**src/sv/wsbm_pkg.sv**
```systemverilog
package wsbm_pkg;

  localparam int MAX_BLOCKS_DEF = 16;

  localparam int MIN_W   = 11;  // minute of day, stored and current
  localparam int MASK_W  = 7;
  localparam int ID_W    = 32;
  localparam int SEC_W   = 17;  // result seconds, 0..86400
  localparam int TSEC_W  = 20;  // signed intermediate seconds
  localparam int DMIN_W  = 13;  // signed duration in minutes
  localparam int CFG_W   = 5;

  localparam int MIN_PER_HOUR = 60;
  localparam int SEC_PER_MIN  = 60;
  localparam int MIN_PER_DAY  = 1440;
  localparam int SEC_PER_DAY  = 24 * 60 * 60;

  localparam logic signed [TSEC_W-1:0] SEC_PER_MIN_S = TSEC_W'(SEC_PER_MIN);

  // Commands
  localparam logic CMD_WRITE = 1'b0;
  localparam logic CMD_QUERY = 1'b1;

  typedef struct packed {
    logic [MIN_W-1:0]  start_min;
    logic [MIN_W-1:0]  end_min;
    logic [MASK_W-1:0] day_mask;
    logic [ID_W-1:0]   block_id;
  } blk_data_t;

  // First hit of a scan
  typedef struct packed {
    logic                     found;
    logic [ID_W-1:0]          block_id;
    logic [MIN_W-1:0]         end_min;
    logic                     wrap;      // matched in the before-midnight part
    logic signed [DMIN_W-1:0] dur_min;
  } hit_rec_t;

  // Weekday 1..7 to bit0..bit6; anything else selects no bit.
  function automatic logic [MASK_W-1:0] day_onehot(input logic [2:0] d);
    logic [MASK_W-1:0] oh;
    oh = '0;
    if (d >= 3'd1 && d <= 3'd7) begin
      oh = MASK_W'(1) << (d - 3'd1);
    end
    return oh;
  endfunction

  function automatic logic [SEC_W-1:0] clamp_day(input logic signed [TSEC_W-1:0] v);
    logic [SEC_W-1:0] r;
    if (v < 0) begin
      r = '0;
    end else if (v > SEC_PER_DAY) begin
      r = SEC_W'(SEC_PER_DAY);
    end else begin
      r = SEC_W'(v);
    end
    return r;
  endfunction

endpackage

```
**src/sv/wsbm_store.sv**
```systemverilog
module wsbm_store import wsbm_pkg::*; #(
  parameter int MAX_BLOCKS = MAX_BLOCKS_DEF,
  parameter int IDX_W      = 4
) (
  input  logic             clk,
  input  logic             rst_n,
  input  logic             wr_en,
  input  logic [IDX_W-1:0] wr_addr,
  input  logic             wr_enabled,
  input  blk_data_t        wr_data,
  input  logic             rd_en,
  input  logic [IDX_W-1:0] rd_addr,
  output logic             rd_vld,
  output logic             rd_enabled,
  output blk_data_t        rd_data
);

  blk_data_t              mem_r [MAX_BLOCKS];
  logic [MAX_BLOCKS-1:0]  en_flags_r;
  logic                   rd_vld_r;
  logic                   rd_enabled_r;
  blk_data_t              rd_data_r;

  always_ff @(posedge clk) begin
    if (wr_en) begin
      mem_r[wr_addr] <= wr_data;
    end
    if (rd_en) begin
      rd_data_r    <= mem_r[rd_addr];
      rd_enabled_r <= en_flags_r[rd_addr];
    end
  end

  always_ff @(posedge clk) begin
    if (!rst_n) begin
      en_flags_r <= '0;
      rd_vld_r   <= 1'b0;
    end else begin
      rd_vld_r <= rd_en;
      if (wr_en) begin
        en_flags_r[wr_addr] <= wr_enabled;
      end
    end
  end

  assign rd_vld     = rd_vld_r;
  assign rd_enabled = rd_enabled_r;
  assign rd_data    = rd_data_r;

endmodule

```
**src/sv/wsbm_match.sv**
```systemverilog
module wsbm_match import wsbm_pkg::*; (
  input  logic              clk,
  input  logic              rst_n,
  input  logic              clear,
  input  logic              rd_vld,
  input  logic              rd_enabled,
  input  blk_data_t         rd_data,
  input  logic [MASK_W-1:0] today_oh,
  input  logic [MASK_W-1:0] yest_oh,
  input  logic [MIN_W-1:0]  now_min,
  output hit_rec_t          rec
);

  hit_rec_t                 rec_r;
  logic                     day_today;
  logic                     day_yest;
  logic                     after_start;
  logic                     before_end;
  logic                     wraps;
  logic                     hit;
  logic                     take;
  logic signed [DMIN_W-1:0] s_s;
  logic signed [DMIN_W-1:0] e_s;
  logic signed [DMIN_W-1:0] dur_min;

  always_comb begin
    day_today   = |(rd_data.day_mask & today_oh);
    day_yest    = |(rd_data.day_mask & yest_oh);
    after_start = now_min >= rd_data.start_min;
    before_end  = now_min <  rd_data.end_min;
    wraps       = rd_data.start_min > rd_data.end_min;
    if (wraps) begin
      hit = (day_today && after_start) || (day_yest && before_end);
    end else begin
      hit = day_today && after_start && before_end;
    end
    s_s = $signed(DMIN_W'(rd_data.start_min));
    e_s = $signed(DMIN_W'(rd_data.end_min));
    // equal start and end counts as a full day
    if (rd_data.end_min <= rd_data.start_min) begin
      dur_min = DMIN_W'(MIN_PER_DAY) - s_s + e_s;
    end else begin
      dur_min = e_s - s_s;
    end
    // first hit only
    take = rd_vld && rd_enabled && hit && !rec_r.found && !clear;
  end

  always_ff @(posedge clk) begin
    if (!rst_n) begin
      rec_r.found <= 1'b0;
    end else if (clear) begin
      rec_r.found <= 1'b0;
    end else if (take) begin
      rec_r.found <= 1'b1;
    end
    if (take) begin
      rec_r.block_id <= rd_data.block_id;
      rec_r.end_min  <= rd_data.end_min;
      rec_r.wrap     <= wraps && after_start;
      rec_r.dur_min  <= dur_min;
    end
  end

  assign rec = rec_r;

endmodule

```
**src/sv/weekly_schedule_block_match_unit.sv**
```systemverilog
// Channel  | Direction | Ports                                   | Transfer when
// ---------+-----------+-----------------------------------------+----------------------
// in       | input     | in_valid, in_stall, in_cmd .. in_second | in_valid & !in_stall
// out      | output    | out_valid, out_stall, out_found ..      | out_valid & !out_stall
// cfg      | input     | cfg_we, cfg_wdata                       | cfg_we
//
// A write item does not hold the sequencer; the entry lands in memory at the accepting edge.
// A query reads N = min(entries_in_use, MAX_BLOCKS) entries, one read of the entry
// memory per cycle, then drains the read and compare stages, does the seconds multiply
// and clamps into the output register.
// Reset (rst_n low, synchronous) clears the enable flags, the register and control.
// A finished result waits in the output register; the next item is accepted meanwhile,
// and a query stalls only at its last step while that register is still full.
module weekly_schedule_block_match_unit import wsbm_pkg::*; #(
  parameter int MAX_BLOCKS = MAX_BLOCKS_DEF
) (
  input  logic              clk,
  input  logic              rst_n,

  input  logic              cfg_we,
  input  logic [CFG_W-1:0]  cfg_wdata,

  input  logic              in_valid,
  output logic              in_stall,
  input  logic              in_cmd,
  input  logic [3:0]        in_entry_index,
  input  logic              in_entry_enabled,
  input  logic [MIN_W-1:0]  in_entry_start_minute,
  input  logic [MIN_W-1:0]  in_entry_end_minute,
  input  logic [MASK_W-1:0] in_entry_day_mask,
  input  logic [ID_W-1:0]   in_entry_id,
  input  logic [2:0]        in_day_of_week,
  input  logic [4:0]        in_hour,
  input  logic [5:0]        in_minute,
  input  logic [5:0]        in_second,

  output logic              out_valid,
  input  logic              out_stall,
  output logic              out_found,
  output logic [ID_W-1:0]   out_block_id,
  output logic [SEC_W-1:0]  out_seconds_remaining,
  output logic [SEC_W-1:0]  out_duration_seconds
);

  localparam int IDX_W = (MAX_BLOCKS > 1) ? $clog2(MAX_BLOCKS) : 1;
  localparam int CNT_W = $clog2(MAX_BLOCKS + 1);

  localparam logic [1:0] ST_IDLE = 2'd0;
  localparam logic [1:0] ST_SCAN = 2'd1;
  localparam logic [1:0] ST_MUL  = 2'd2;
  localparam logic [1:0] ST_DONE = 2'd3;

  logic [1:0]        state_r, state_nxt;
  logic [CFG_W-1:0]  entries_in_use_r;
  logic [CNT_W-1:0]  scan_n_r, scan_n_nxt;
  logic [CNT_W-1:0]  ptr_r, ptr_nxt;

  // query time, held for the whole scan
  logic [MASK_W-1:0] today_oh_r;
  logic [MASK_W-1:0] today_oh_nxt;
  logic [MASK_W-1:0] yest_oh_r;
  logic [MIN_W-1:0]  now_min_r, now_min_nxt;
  logic [5:0]        second_r;
  logic [SEC_W-1:0]  now_sec_r;

  logic signed [TSEC_W-1:0] end_sec_r;
  logic signed [TSEC_W-1:0] dur_sec_r;
  logic signed [TSEC_W-1:0] rem_sec;

  logic              out_valid_r;
  logic              out_found_r;
  logic [ID_W-1:0]   out_block_id_r;
  logic [SEC_W-1:0]  out_rem_r;
  logic [SEC_W-1:0]  out_dur_r;

  logic              in_xfer;
  logic              wr_en;
  logic              query_start;
  logic              rd_en;
  logic              out_free;
  logic              out_load;
  blk_data_t         wr_data;
  logic              rd_vld;
  logic              rd_enabled;
  blk_data_t         rd_data;
  hit_rec_t          rec;

  assign in_stall    = (state_r != ST_IDLE);
  assign in_xfer     = in_valid && !in_stall;
  // slots past the table are dropped
  assign wr_en       = in_xfer && (in_cmd == CMD_WRITE) && (32'(in_entry_index) < MAX_BLOCKS);
  assign query_start = in_xfer && (in_cmd == CMD_QUERY);
  assign rd_en       = (state_r == ST_SCAN) && (ptr_r < scan_n_r);
  assign out_free    = !out_valid_r || !out_stall;
  assign out_load    = (state_r == ST_DONE) && out_free;

  assign wr_data.start_min = in_entry_start_minute;
  assign wr_data.end_min   = in_entry_end_minute;
  assign wr_data.day_mask  = in_entry_day_mask;
  assign wr_data.block_id  = in_entry_id;

  wsbm_store #(
    .MAX_BLOCKS (MAX_BLOCKS),
    .IDX_W      (IDX_W)
  ) u_store (
    .clk        (clk),
    .rst_n      (rst_n),
    .wr_en      (wr_en),
    .wr_addr    (IDX_W'(in_entry_index)),
    .wr_enabled (in_entry_enabled),
    .wr_data    (wr_data),
    .rd_en      (rd_en),
    .rd_addr    (ptr_r[IDX_W-1:0]),
    .rd_vld     (rd_vld),
    .rd_enabled (rd_enabled),
    .rd_data    (rd_data)
  );

  wsbm_match u_match (
    .clk        (clk),
    .rst_n      (rst_n),
    .clear      (query_start),
    .rd_vld     (rd_vld),
    .rd_enabled (rd_enabled),
    .rd_data    (rd_data),
    .today_oh   (today_oh_r),
    .yest_oh    (yest_oh_r),
    .now_min    (now_min_r),
    .rec        (rec)
  );

  // sequencer
  always_comb begin
    state_nxt  = state_r;
    ptr_nxt    = ptr_r;
    scan_n_nxt = scan_n_r;
    case (state_r)
      ST_IDLE: begin
        if (query_start) begin
          state_nxt  = ST_SCAN;
          ptr_nxt    = '0;
          scan_n_nxt = (32'(entries_in_use_r) < MAX_BLOCKS) ? CNT_W'(entries_in_use_r)
                                                             : CNT_W'(MAX_BLOCKS);
        end
      end
      ST_SCAN: begin
        if (rd_en) begin
          ptr_nxt = ptr_r + CNT_W'(1);
        end else begin
          // last read is in the compare stage now; record is final next cycle
          state_nxt = ST_MUL;
        end
      end
      ST_MUL: begin
        state_nxt = ST_DONE;
      end
      ST_DONE: begin
        if (out_free) begin
          state_nxt = ST_IDLE;
        end
      end
      default: begin
        state_nxt = ST_IDLE;
      end
    endcase
  end

  always_ff @(posedge clk) begin
    if (!rst_n) begin
      state_r          <= ST_IDLE;
      ptr_r            <= '0;
      scan_n_r         <= '0;
      entries_in_use_r <= '0;
    end else begin
      state_r  <= state_nxt;
      ptr_r    <= ptr_nxt;
      scan_n_r <= scan_n_nxt;
      if (cfg_we) begin
        entries_in_use_r <= cfg_wdata;
      end
    end
  end

  // time of day: minutes captured at accept, seconds registered from them in the cycle after
  assign now_min_nxt  = MIN_W'(in_hour) * MIN_W'(MIN_PER_HOUR) + MIN_W'(in_minute);
  assign today_oh_nxt = day_onehot(in_day_of_week);

  always_ff @(posedge clk) begin
    if (query_start) begin
      today_oh_r <= today_oh_nxt;
      yest_oh_r  <= {today_oh_nxt[0], today_oh_nxt[MASK_W-1:1]};
      now_min_r  <= now_min_nxt;
      second_r   <= in_second;
    end
    now_sec_r <= SEC_W'(now_min_r) * SEC_W'(SEC_PER_MIN) + SEC_W'(second_r);
  end

  // seconds of block end and duration
  always_ff @(posedge clk) begin
    if (state_r == ST_MUL) begin
      end_sec_r <= $signed(TSEC_W'(rec.end_min) * TSEC_W'(SEC_PER_MIN)
                   + (rec.wrap ? TSEC_W'(SEC_PER_DAY) : TSEC_W'(0)));
      dur_sec_r <= TSEC_W'(rec.dur_min) * SEC_PER_MIN_S;
    end
  end

  assign rem_sec = end_sec_r - $signed(TSEC_W'(now_sec_r));

  // output register
  always_ff @(posedge clk) begin
    if (!rst_n) begin
      out_valid_r <= 1'b0;
    end else if (out_load) begin
      out_valid_r <= 1'b1;
    end else if (!out_stall) begin
      out_valid_r <= 1'b0;
    end
  end

  always_ff @(posedge clk) begin
    if (out_load) begin
      out_found_r <= rec.found;
      if (rec.found) begin
        out_block_id_r <= rec.block_id;
        out_rem_r      <= clamp_day(rem_sec);
        out_dur_r      <= clamp_day(dur_sec_r);
      end else begin
        out_block_id_r <= '0;
        out_rem_r      <= '0;
        out_dur_r      <= '0;
      end
    end
  end

  assign out_valid             = out_valid_r;
  assign out_found             = out_found_r;
  assign out_block_id          = out_block_id_r;
  assign out_seconds_remaining = out_rem_r;
  assign out_duration_seconds  = out_dur_r;

  // scan pointer never runs past the captured count
  a_ptr_bound: assert property (@(posedge clk) disable iff (!rst_n)
    state_r == ST_SCAN |-> ptr_r <= scan_n_r)
    else $error("scan pointer past entry count");

  // memory reads only while scanning
  a_rd_scan: assert property (@(posedge clk) disable iff (!rst_n)
    rd_en |-> state_r == ST_SCAN)
    else $error("entry read outside scan");

  // a new result appears only out of the final step
  a_out_src: assert property (@(posedge clk) disable iff (!rst_n)
    $rose(out_valid_r) |-> $past(state_r) == ST_DONE)
    else $error("result without finished query");

  // no match gives all-zero payload
  a_miss_zero: assert property (@(posedge clk) disable iff (!rst_n)
    out_valid_r && !out_found_r |-> out_block_id_r == '0 && out_rem_r == '0
                                    && out_dur_r == '0)
    else $error("nonzero payload on miss");

  // the input side is stalled once a query is accepted
  a_busy: assert property (@(posedge clk) disable iff (!rst_n)
    query_start |=> in_stall)
    else $error("input open during query");

endmodule
```
**config.mk**
```make
export PLATFORM = sky130hd
export DESIGN_NAME = weekly_schedule_block_match_unit
export DESIGN_NICKNAME = d
export VERILOG_FILES = /design/src/sv/wsbm_pkg.sv /design/src/sv/wsbm_store.sv /design/src/sv/wsbm_match.sv /design/src/sv/weekly_schedule_block_match_unit.sv
export SDC_FILE = /design/constraint.sdc
export NUM_CORES = 1
export LEC_CHECK = 0
export ABC_CLOCK_PERIOD_IN_PS = 8430
export BUFFER_PORTS_ARGS = -buffer_cell sky130_fd_sc_hd__buf_2
export CAP_MARGIN = 25
export CORE_ASPECT_RATIO = 1.2
export CORE_UTILIZATION = 62
export CTS_BUF_LIST = sky130_fd_sc_hd__clkbuf_16
export CTS_CLUSTER_DIAMETER = 30
export CTS_CLUSTER_SIZE = 10
export DETAILED_ROUTE_END_ITERATION = 12
export PLACE_DENSITY = 0.79
export REMOVE_ABC_BUFFERS = 1
export SLEW_MARGIN = 20
export SYNTH_ARGS = -nofsm -noshare
export SYNTH_HDL_FRONTEND = slang
export SYNTH_SLANG_ARGS = --single-unit
```
**constraint.sdc**
```tcl
create_clock -name clk -period 8.43 [get_ports clk]
set_input_delay 0.843 -clock clk [delete_from_list [all_inputs] [get_ports clk]]
set_output_delay 0.843 -clock clk [all_outputs]
set_load 0.01 [all_outputs]
```
# Word-level counts from Yosys, hierarchy flattened
# Memory sizes are Yosys's and may differ from the RTL's. A register that Yosys moved wholly into a read port is not among the register bits.
# Cells that the tools add are included.
# Widths: inputs -> output; s select.
[totals]
mem_count = 1
in_bits = 97
mem_bits_rw = 976
output_inout_bits = 69
ff_bits = 245
word_cells = 127
[memory_table]
columns = ["name", "depth", "word_bits", "rd", "rd_ports_with_merged_regs", "write_ports", "line", "source"]
rows = [
  ["u_store.mem_r", 16, 61, 1, 1, 1, "wsbm_store.sv:18", "blk_data_t mem_r [MAX_BLOCKS];"],
]
[op_classes]
n_addsub = 9
n_eq_ne = 8
order_cmp = 15
n_bitwise = 5
reduce_logical = 35
n_mul = 4
mux = 23
shift = 1
[op_table]
columns = ["operator", "count"]
rows = [
  ["$mux 17", 3],
  ["$gt 20x18->1 const B", 2],
  ["$lt 20x1->1 const B", 2],
  ["$mul 11x4->15 const B", 2],
  ["$sub 20x18->20", 1],
  ["$add 17x17->18", 1],
  ["$mul 13x5->18 const B", 1],
  ["$add 17x6->17", 1],
  ["$bwmux 16", 1],
  ["$logic_and 1x1->1", 15],
  ["$mux 5", 3],
  ["$and 7x7->7", 2],
  ["$reduce_or 7->1", 2],
  ["$add 13x12->13", 1],
  ["$mux 13", 1],
  ["$sub 11x11->12", 1],
  ["$sub 11x11->12 const A", 1],
  ["$add 11x6->11", 1],
  ["$ge 11x11->1", 1],
  ["$gt 11x11->1", 1],
  ["$le 11x11->1", 1],
  ["$lt 11x11->1", 1],
  ["$lt 4x5->1 const B", 2],
  ["$pmux 5 s2", 1],
  ["28 further kinds", 52],
]

# Longest topological paths before layout
# Gate-level depths: netlist of run 1.
[depth]
word_depth = 8
depth_mapped = 18
depth_no_buf = 18

# Cells and area by module
# From an unflattened synthesis of run 1, not the netlist that was laid out.
[unflattened]
hier_cells = 3051
area_unflattened_um2 = 54427.2
[modules_own_cells]
columns = ["mod", "seq_area_each_um2", "n_inst", "area_per_inst_um2", "cells_each"]
rows = [
  ["wsbm_store", 31510.2, 1, 39178.8, 1663],
  ["weekly_schedule_block_match_unit", 4394.2, 1, 11474.8, 1059],
  ["wsbm_match", 1731.7, 1, 3773.6, 329],
]

# Worst setup path after synthesis of run 1
# Ideal clock, no wire load.
[synth_path]
kind = "reg-to-reg"
start = "register, netlist name u_store.rd_data[39]"
end = "register u_match.rec_r (netlist bit u_match.rec[0]) (enable)"
arrival_ps = 6226
path_slack_ps = 1662
path_buffers = 0
setup_ps = 542
stages_incl_launch_ff = 13
required_time_ps = 7888
synth_period_minus_slack_ps = 6768
path_cell_list = "edfxtp_1 inv_1 ha_1 fa_1 nand2b_1 a21oi_1 o31a_1 o21ai_1 nand2b_1 a221o_1 a221oi_1 o211ai_1 nor3_1"
[synth_via]
elab_chain_len = 7
elab_cells_between_ends = 9
classes_between = "order compare: 2; mux: 1; reduce/logical: 6"
[synth_lines]
columns = ["element", "line", "source"]
rows = [
  ["$lt 11x11->1", "wsbm_match.sv:30", "before_end = now_min < rd_data.end_min;"],
  ["$logic_and 1x1->1", "wsbm_match.sv:33", "hit = (day_today && after_start) || (day_yest && before_end);"],
  ["$logic_or 1x1->1", "wsbm_match.sv:33", ""],
  ["$mux 1 *", "wsbm_match.sv:32", "if (wraps) begin"],
  ["$logic_and 1x1->1 * (3 in a row)", "wsbm_match.sv:46", "take = rd_vld && rd_enabled && hit && !rec_r.found && !clear;"],
  ["via u_match.take", "wsbm_match.sv:21", "logic take;"],
  ["to (decl)", "wsbm_match.sv:14", "hit_rec_t rec_r;"],
]
# The timed path passes the listed nets; every way through them passes the cells marked *.
# A chain may end at the register's enable or synchronous reset.

# Final worst setup path of run 1
[layout_path]
start = "register u_match.rec_r (netlist bit u_match.rec[17])"
end = "register end_sec_r[16] (data pin)"
[layout_via]
elab_chain_len = 2
[layout_lines]
columns = ["element", "line", "source"]
rows = [
  ["$mul 11x4->15", "weekly_schedule_block_match_unit.sv:201", "end_sec_r <= $signed(TSEC_W'(rec.end_min) * TSEC_W'(SEC_PER_MIN)"],
  ["$add 17x17->18", "weekly_schedule_block_match_unit.sv:202", "+ (rec.wrap ? TSEC_W'(SEC_PER_DAY) : TSEC_W'(0)));"],
  ["to (signal assigned)", "weekly_schedule_block_match_unit.sv:201", ""],
  ["to (decl)", "weekly_schedule_block_match_unit.sv:66", "logic signed [TSEC_W-1:0] end_sec_r;"],
]
# No other way between the ends.

==> impl_metrics.ini, run 1 <==
[global_routing]
grt_pass1_vias = 30400
antenna_found_initial = 16
grt_max_degree = 110
grt_pass1_wl_um = 195000
grt.overflow.total = 0
grt.total_usage_pct = 30.6

[die]
core_mm2 = 0.0864
die_w_um = 272
die_area_mm2 = 0.0884
initial_core_util_pct = 62.6
rows = 118
io_pins = 166
die_y_um = 326

[status]
status = finished clean

[setup_path]
end_kind = flip-flop
worstPathRequired_ps = 8940
cp.arrival_ps = 4960
path_cells = inv_1, fa_1, fa_1, inv_1, ha_1, nor2b_1, o21ai_1, a21o_1, a21oi_1, o21a_1, nor3_1, nor2_1, ha_1, inv_1, o41ai_1, and3_1, o21ai_1, xnor2_1
rr_startpoint = u_match.rec[17]
critPathMaxStageDelay_ps = 520
crit_fanout = 4
crit_type = reg2reg
ff2ff_path_depth = 18
ff2ff_setup_slack_ps = 3980
startpoint_type = flip-flop
r2r_end = end_sec_r[16]
crit_slowest_cell = fa_1
crit_top_cell = inv_1

[synthesis]
synthArstFlopShare_pct = 0
yosysWarnings = 0
ys_seq_area_share_pct = 69.6
syn_avg_cell_area_um2 = 18.9
synth-main-ff-cell = edfxtp_1
synth-seq-cells = 1271
synth_edf_count = 1218
synth.top_cell.area_share_pct = 67.6
syn_inst = 2858
yosys-top-cells-area = edfxtp_1, mux4_2, ha_1, fa_1, dfxtp_1
synth_area_mm2 = 0.0541
ys_types = 87
synth_top_cell_by_area = edfxtp_1

[cts]
post_cts_buffers = 0
cts_buffer_depth = 3
htreeDepth = 4
cts_tree = yes
post_cts_resized = 0
insertion_delay_ps = 760
cts.sinks = 1271
hold_buffers = 0
clk_pin_slew_worst_paths_ps = 50
numCtsBuffers = 182
clockRootBuffer = clkbuf_16

[timing]
final.period_utilization_pct = 52.8
setup_ws_ps = 3980
fmax_mhz = 225
tightest_slew_ps = 1100
rsz0062_at_grt = false
period_minus_slack_ps = 4450
holdWs_ps = 263
finalHoldViolCount = 0
drv_slew = 0
skew_ps = 22.4
finalSetupTns_ps = 0
max_slew_margin_pct = 26.8
setup_viol = 0

[layout]
area_growth_pct = 15.0
drive_gt1_share_pct = 25.4
layout_commonest_cell = edfxtp_1
nFillCells = 4841
utilization_pct = 72.0
layout_common_cells = edfxtp_1, mux4_2, inv_1, clkbuf_16, ha_1
fin_nets = 3490

[hold_path]
hold_path_depth = 1
min_path_type = in2reg
min_delay_worst_endpoint = now_min_r[0]
hp-start = in_minute[0]

[power]
p_per_area_mw_per_mm2 = 283
power_leakage_nw = 21.3
ir_drop_uv = 238

[routing]
wire_per_inst_um = 30.0
dr.pass1.iters = 5
num_vias = 28800
wirelength_um = 133000
remaining_drc_errors = 0
drt_iter0_drc = 2967
final_antenna_net_count = 0
vias_per_cell = 6.52

[place]
gp_congestion = 0.882
numPortBuffers = 163
post-dp-hpwl_um = 65200
pre_cts_ws_ps = 4000

[run]
drv_cap = 0
## per-stage QoR
step | power (mW) | area (µm²) | std cells
global placement | 10.4 | 56400 | 4111
detailed placement | 10.5 | 56400 | 4111
CTS | 17.7 | 62200 | 4414
finish | 17.6 | 62200 | 4426
floorplan | 10.1 | 53700 | 2772
global route | 18.2 | 62200 | 4423
## critical path: cells and delay by family (launching register included)
kind                       cells  cell delay (ps)
xor gates and xnor gates       1              140
adders and majority gates      4             1610
AOI/OAI and AO/OA              6             1190
and+or+nand+nor                4              570
buffers and inverters          3              280
DFF                            1              410
## where the power goes
part / internal, mW / leakage [nW] / switching, mW
logic: 1.35 / 7.02 / 1.70
clock network: 4.37 / 2.85 / 2.84
registers: 7.21 / 11.5 / 0.138
## per-layer routing
metal	up-vias	track usage (%)	part of all wire, %
met5	-	0	0.058
met4	12	15.8	4.8
met3	372	5.53	7.8
met2	1756	53.4	53
met1	14800	36.6	34
li1	11900	-	-
## state kept, by name, indices dropped and copies added (netlist names), 2 cells and up
signal	cells
state_r	2
today_oh_r	6
now_sec_r	17
out_duration_seconds	15
ptr_r	5
out_seconds_remaining	17
scan_n_r	5
u_store.en_flags_r	16
second_r	6
entries_in_use_r	5
dur_sec_r	18
u_match.rec	58
now_min_r	11
end_sec_r	16
u_store.mem_r	976
u_store.rd_data	61
out_block_id	32
## cells in the mapped netlist (6+ instances only)
library cell	number
fa_1	71
dfxtp_1	53
o31ai_1	6
o21a_1	24
buf_2	7
a211oi_1	7
nand3b_1	9
a21o_1	32
o211ai_1	6
o21ai_1	10
o21bai_1	10
nand3_1	18
clkbuf_1	54
nor2b_1	20
xnor2_1	68
or3_1	6
xor2_1	39
nor3_1	29
nor3b_1	7
and2_1	56
ha_1	166
nor3_2	7
edfxtp_1	1218
mux2i_1	14
mux4_2	310
buf_1	23
nor2_1	83
a31oi_1	8
nand2b_1	14
o21ai_0	45
nand2_1	66
a21oi_1	70
inv_1	199
and3_1	10
## worst max path at each step
stage	slack [ps]	start	to
after floorplan	-3890	ptr_r[0]	state_r[0]
after CTS	4000	u_match.rec[17]	end_sec_r[16]
after global placement	4090	u_match.rec[17]	end_sec_r[16]
after detailed placement	4000	u_match.rec[17]	end_sec_r[16]
final	3980	u_match.rec[17]	end_sec_r[16]
after global routing	3680	u_match.rec[14]	end_sec_r[16]
## cell type report
| cell class | count | area (µm²) | area share (%) |
|---|---|---|---|
| Inverter | 200 | 752 | 1.21 |
| Timing Repair Buffer | 200 | 1130 | 1.82 |
| Antenna cell | 11 | 27.5 | 0.0443 |
| Tap cell | 1140 | 1430 | 2.29 |
| Clock buffer | 183 | 4580 | 7.36 |
| Clock inverter | 120 | 1140 | 1.84 |
| Multi-Input combinational cell | 1301 | 15500 | 24.9 |
| Sequential cell | 1271 | 37700 | 60.5 |
## cell families after synthesis
logic type | count (synthesis) | synth area share [%]
xor gates and xnor gates | 108 | 1.76
adders and majority gates | 237 | 6.47
DFF | 1271 | 69.6
buffers and inverters | 287 | 2.04
and+or+nand+nor | 350 | 3.38
other | 1 | 0.00693
AOI/OAI and AO/OA | 279 | 3.59
muxes | 325 | 13.2
(Power assumes the default switching activity.)
==> run 2, diff against run 1 <==
- ABC_CLOCK_PERIOD_IN_PS: 8430 -> 4200
- clock period: 8.43 -> 4.2 ns (I/O delays scaled with it)
==> impl_metrics.ini, run 2 (synthesized netlist as in run 1, its figures left out) <==
[layout]
area_growth_pct = 17.0
instances_no_fill = 4496
layout_common_cells = edfxtp_1, mux4_2, inv_1, clkbuf_16
nFillCells = 4721
multi_input_area_mm2 = 0.0156
register_area_mm2 = 0.0377
largest_register = u_store.mem_r
fin_nets = 3570
drive_gt1_share_pct = 26.4
largest_reg_flops = 976
final_area_mm2 = 0.0633
layout_commonest_cell = edfxtp_1
utilization_pct = 73.3

[timing]
drv_slew = 0
finalSetupTns_ps = 0
rsz0062_at_grt = true
period_minus_slack_ps = 4200
holdWs_ps = 26.0
tightest_slew_ps = 893
finalHoldViolCount = 0
setup_ws_ps = 0.258
skew_ps = 38.5
max_slew_margin_pct = 40.5
setup_viol = 0
final.period_utilization_pct = 100
fmax_mhz = 238

[place]
pre_cts_ws_ps = -83.1
gp_congestion = 0.923
placed_area_mm2 = 0.0570
numPortBuffers = 163
post-dp-hpwl_um = 69500
dp_cells = 4143

[routing]
dr.pass1.iters = 6
final_antenna_net_count = 0
wirelength_um = 138000
drt_iter0_drc = 3474
num_vias = 29500
remaining_drc_errors = 0
wire_per_inst_um = 30.8
vias_per_cell = 6.56

[setup_path]
worstPathRequired_ps = 4710
startpoint_type = flip-flop
cp.arrival_ps = 4710
crit_slowest_cell = fa_1
path_cells = fa_1, fa_1, inv_1, fa_2, nor2b_2, o21ai_2, and2_1, xnor2_2, ha_1, a21o_1, nand2_1, o41ai_2, and3_1, o21ai_1, xnor2_1
crit_top_cell = fa_1
crit_fanout = 3
end_kind = flip-flop
crit_type = reg2reg
critPathMaxStageDelay_ps = 570

[hold_path]
min_path_type = in2reg

[die]
core_mm2 = 0.0864
io_pins = 166
die_w_um = 272
die_area_mm2 = 0.0884
rows = 118
initial_core_util_pct = 62.6
die_y_um = 326

[status]
status = finished clean

[global_routing]
grt.overflow.total = 0
grt_pass1_wl_um = 203000
grt.total_usage_pct = 31.9
grt_pass1_vias = 31300
antenna_found_initial = 12
grt_max_degree = 122

[power]
p_total_mw = 35.6
ir_drop_uv = 577
p_per_area_mw_per_mm2 = 562
power_leakage_nw = 21.8

[cts]
insertion_delay_ps = 780
cts_tree = yes
clockRootBuffer = clkbuf_16
clk_pin_slew_worst_paths_ps = 50
cts_buffer_depth = 3
cts.sinks = 1271
htreeDepth = 4
numCtsBuffers = 179

[run]
drv_cap = 0
==> run 2: changes by cell type in the layout (fill, tap and decap cells not counted), moves of 3 or more <==
cell	change
inv_1	-9
inv_6	-3
clkinv_2	+5
buf_12	+23
buf_4	+16
inv_2	+7
dlygate4sd3_1	+43
clkinv_4	-7
clkinvlp_4	-8
==> run 2: area by class of cell <==
type                       count  share of cell area, %
antenna                       11                 0.0435
clock buffer                 181                   7.16
clock inverter               109                   1.79
inverter                     200                   1.19
multi-input combinational   1301                   24.6
sequential                  1271                   59.5
tap                         1140                   2.25
timing repair buffer         283                   3.43
==> run 2: critical path: cells and delay by family, from the launching register on <==
family | cells | cell delay [ps]
AND/OR/NAND/NOR | 4 | 650
adder cells (fa/ha/maj) | 4 | 1800
XOR/XNOR | 2 | 310
buffers and inverters | 1 | 70
AO/OA/AOI/OAI | 4 | 680
flip-flops | 1 | 440
==> run 2: timing repair <==
item,in CTS,in global routing
hold buffers,43,0
setup buffers,0,8
gates cloned,0,0
gates resized for setup,1,24
pin swaps,0,7
endpoints found under the setup margin,2,7
hold endpoints to repair,299,0
==> run 2: per-layer routing <==
metal / GRT usage [%] / share of wire [%]
met1: 38.3 / 34
met3: 6.45 / 8.2
met2: 55.7 / 53
met5: 0 / 0.025
met4: 14.4 / 3.9
==> run 2: final timing paths <==
| path | start | end | slack, ps | cells past startpoint |
|---|---|---|---|---|
| max reg2reg | u_match.rec[15] | end_sec_r[16] | 0.3 | 15 |
| min | in_entry_id[6] | u_store.mem_r[1][6] | 30 | 1 |
| max | u_match.rec[15] | end_sec_r[16] | 0.3 | 15 |
| min reg2reg | second_r[1] | now_sec_r[1] | 340 | 0 |
==> run 2: power by group <==
part           switching, mW  internal [mW]
logic                   3.58           2.84
clock network           5.67           8.79
registers              0.230           14.5
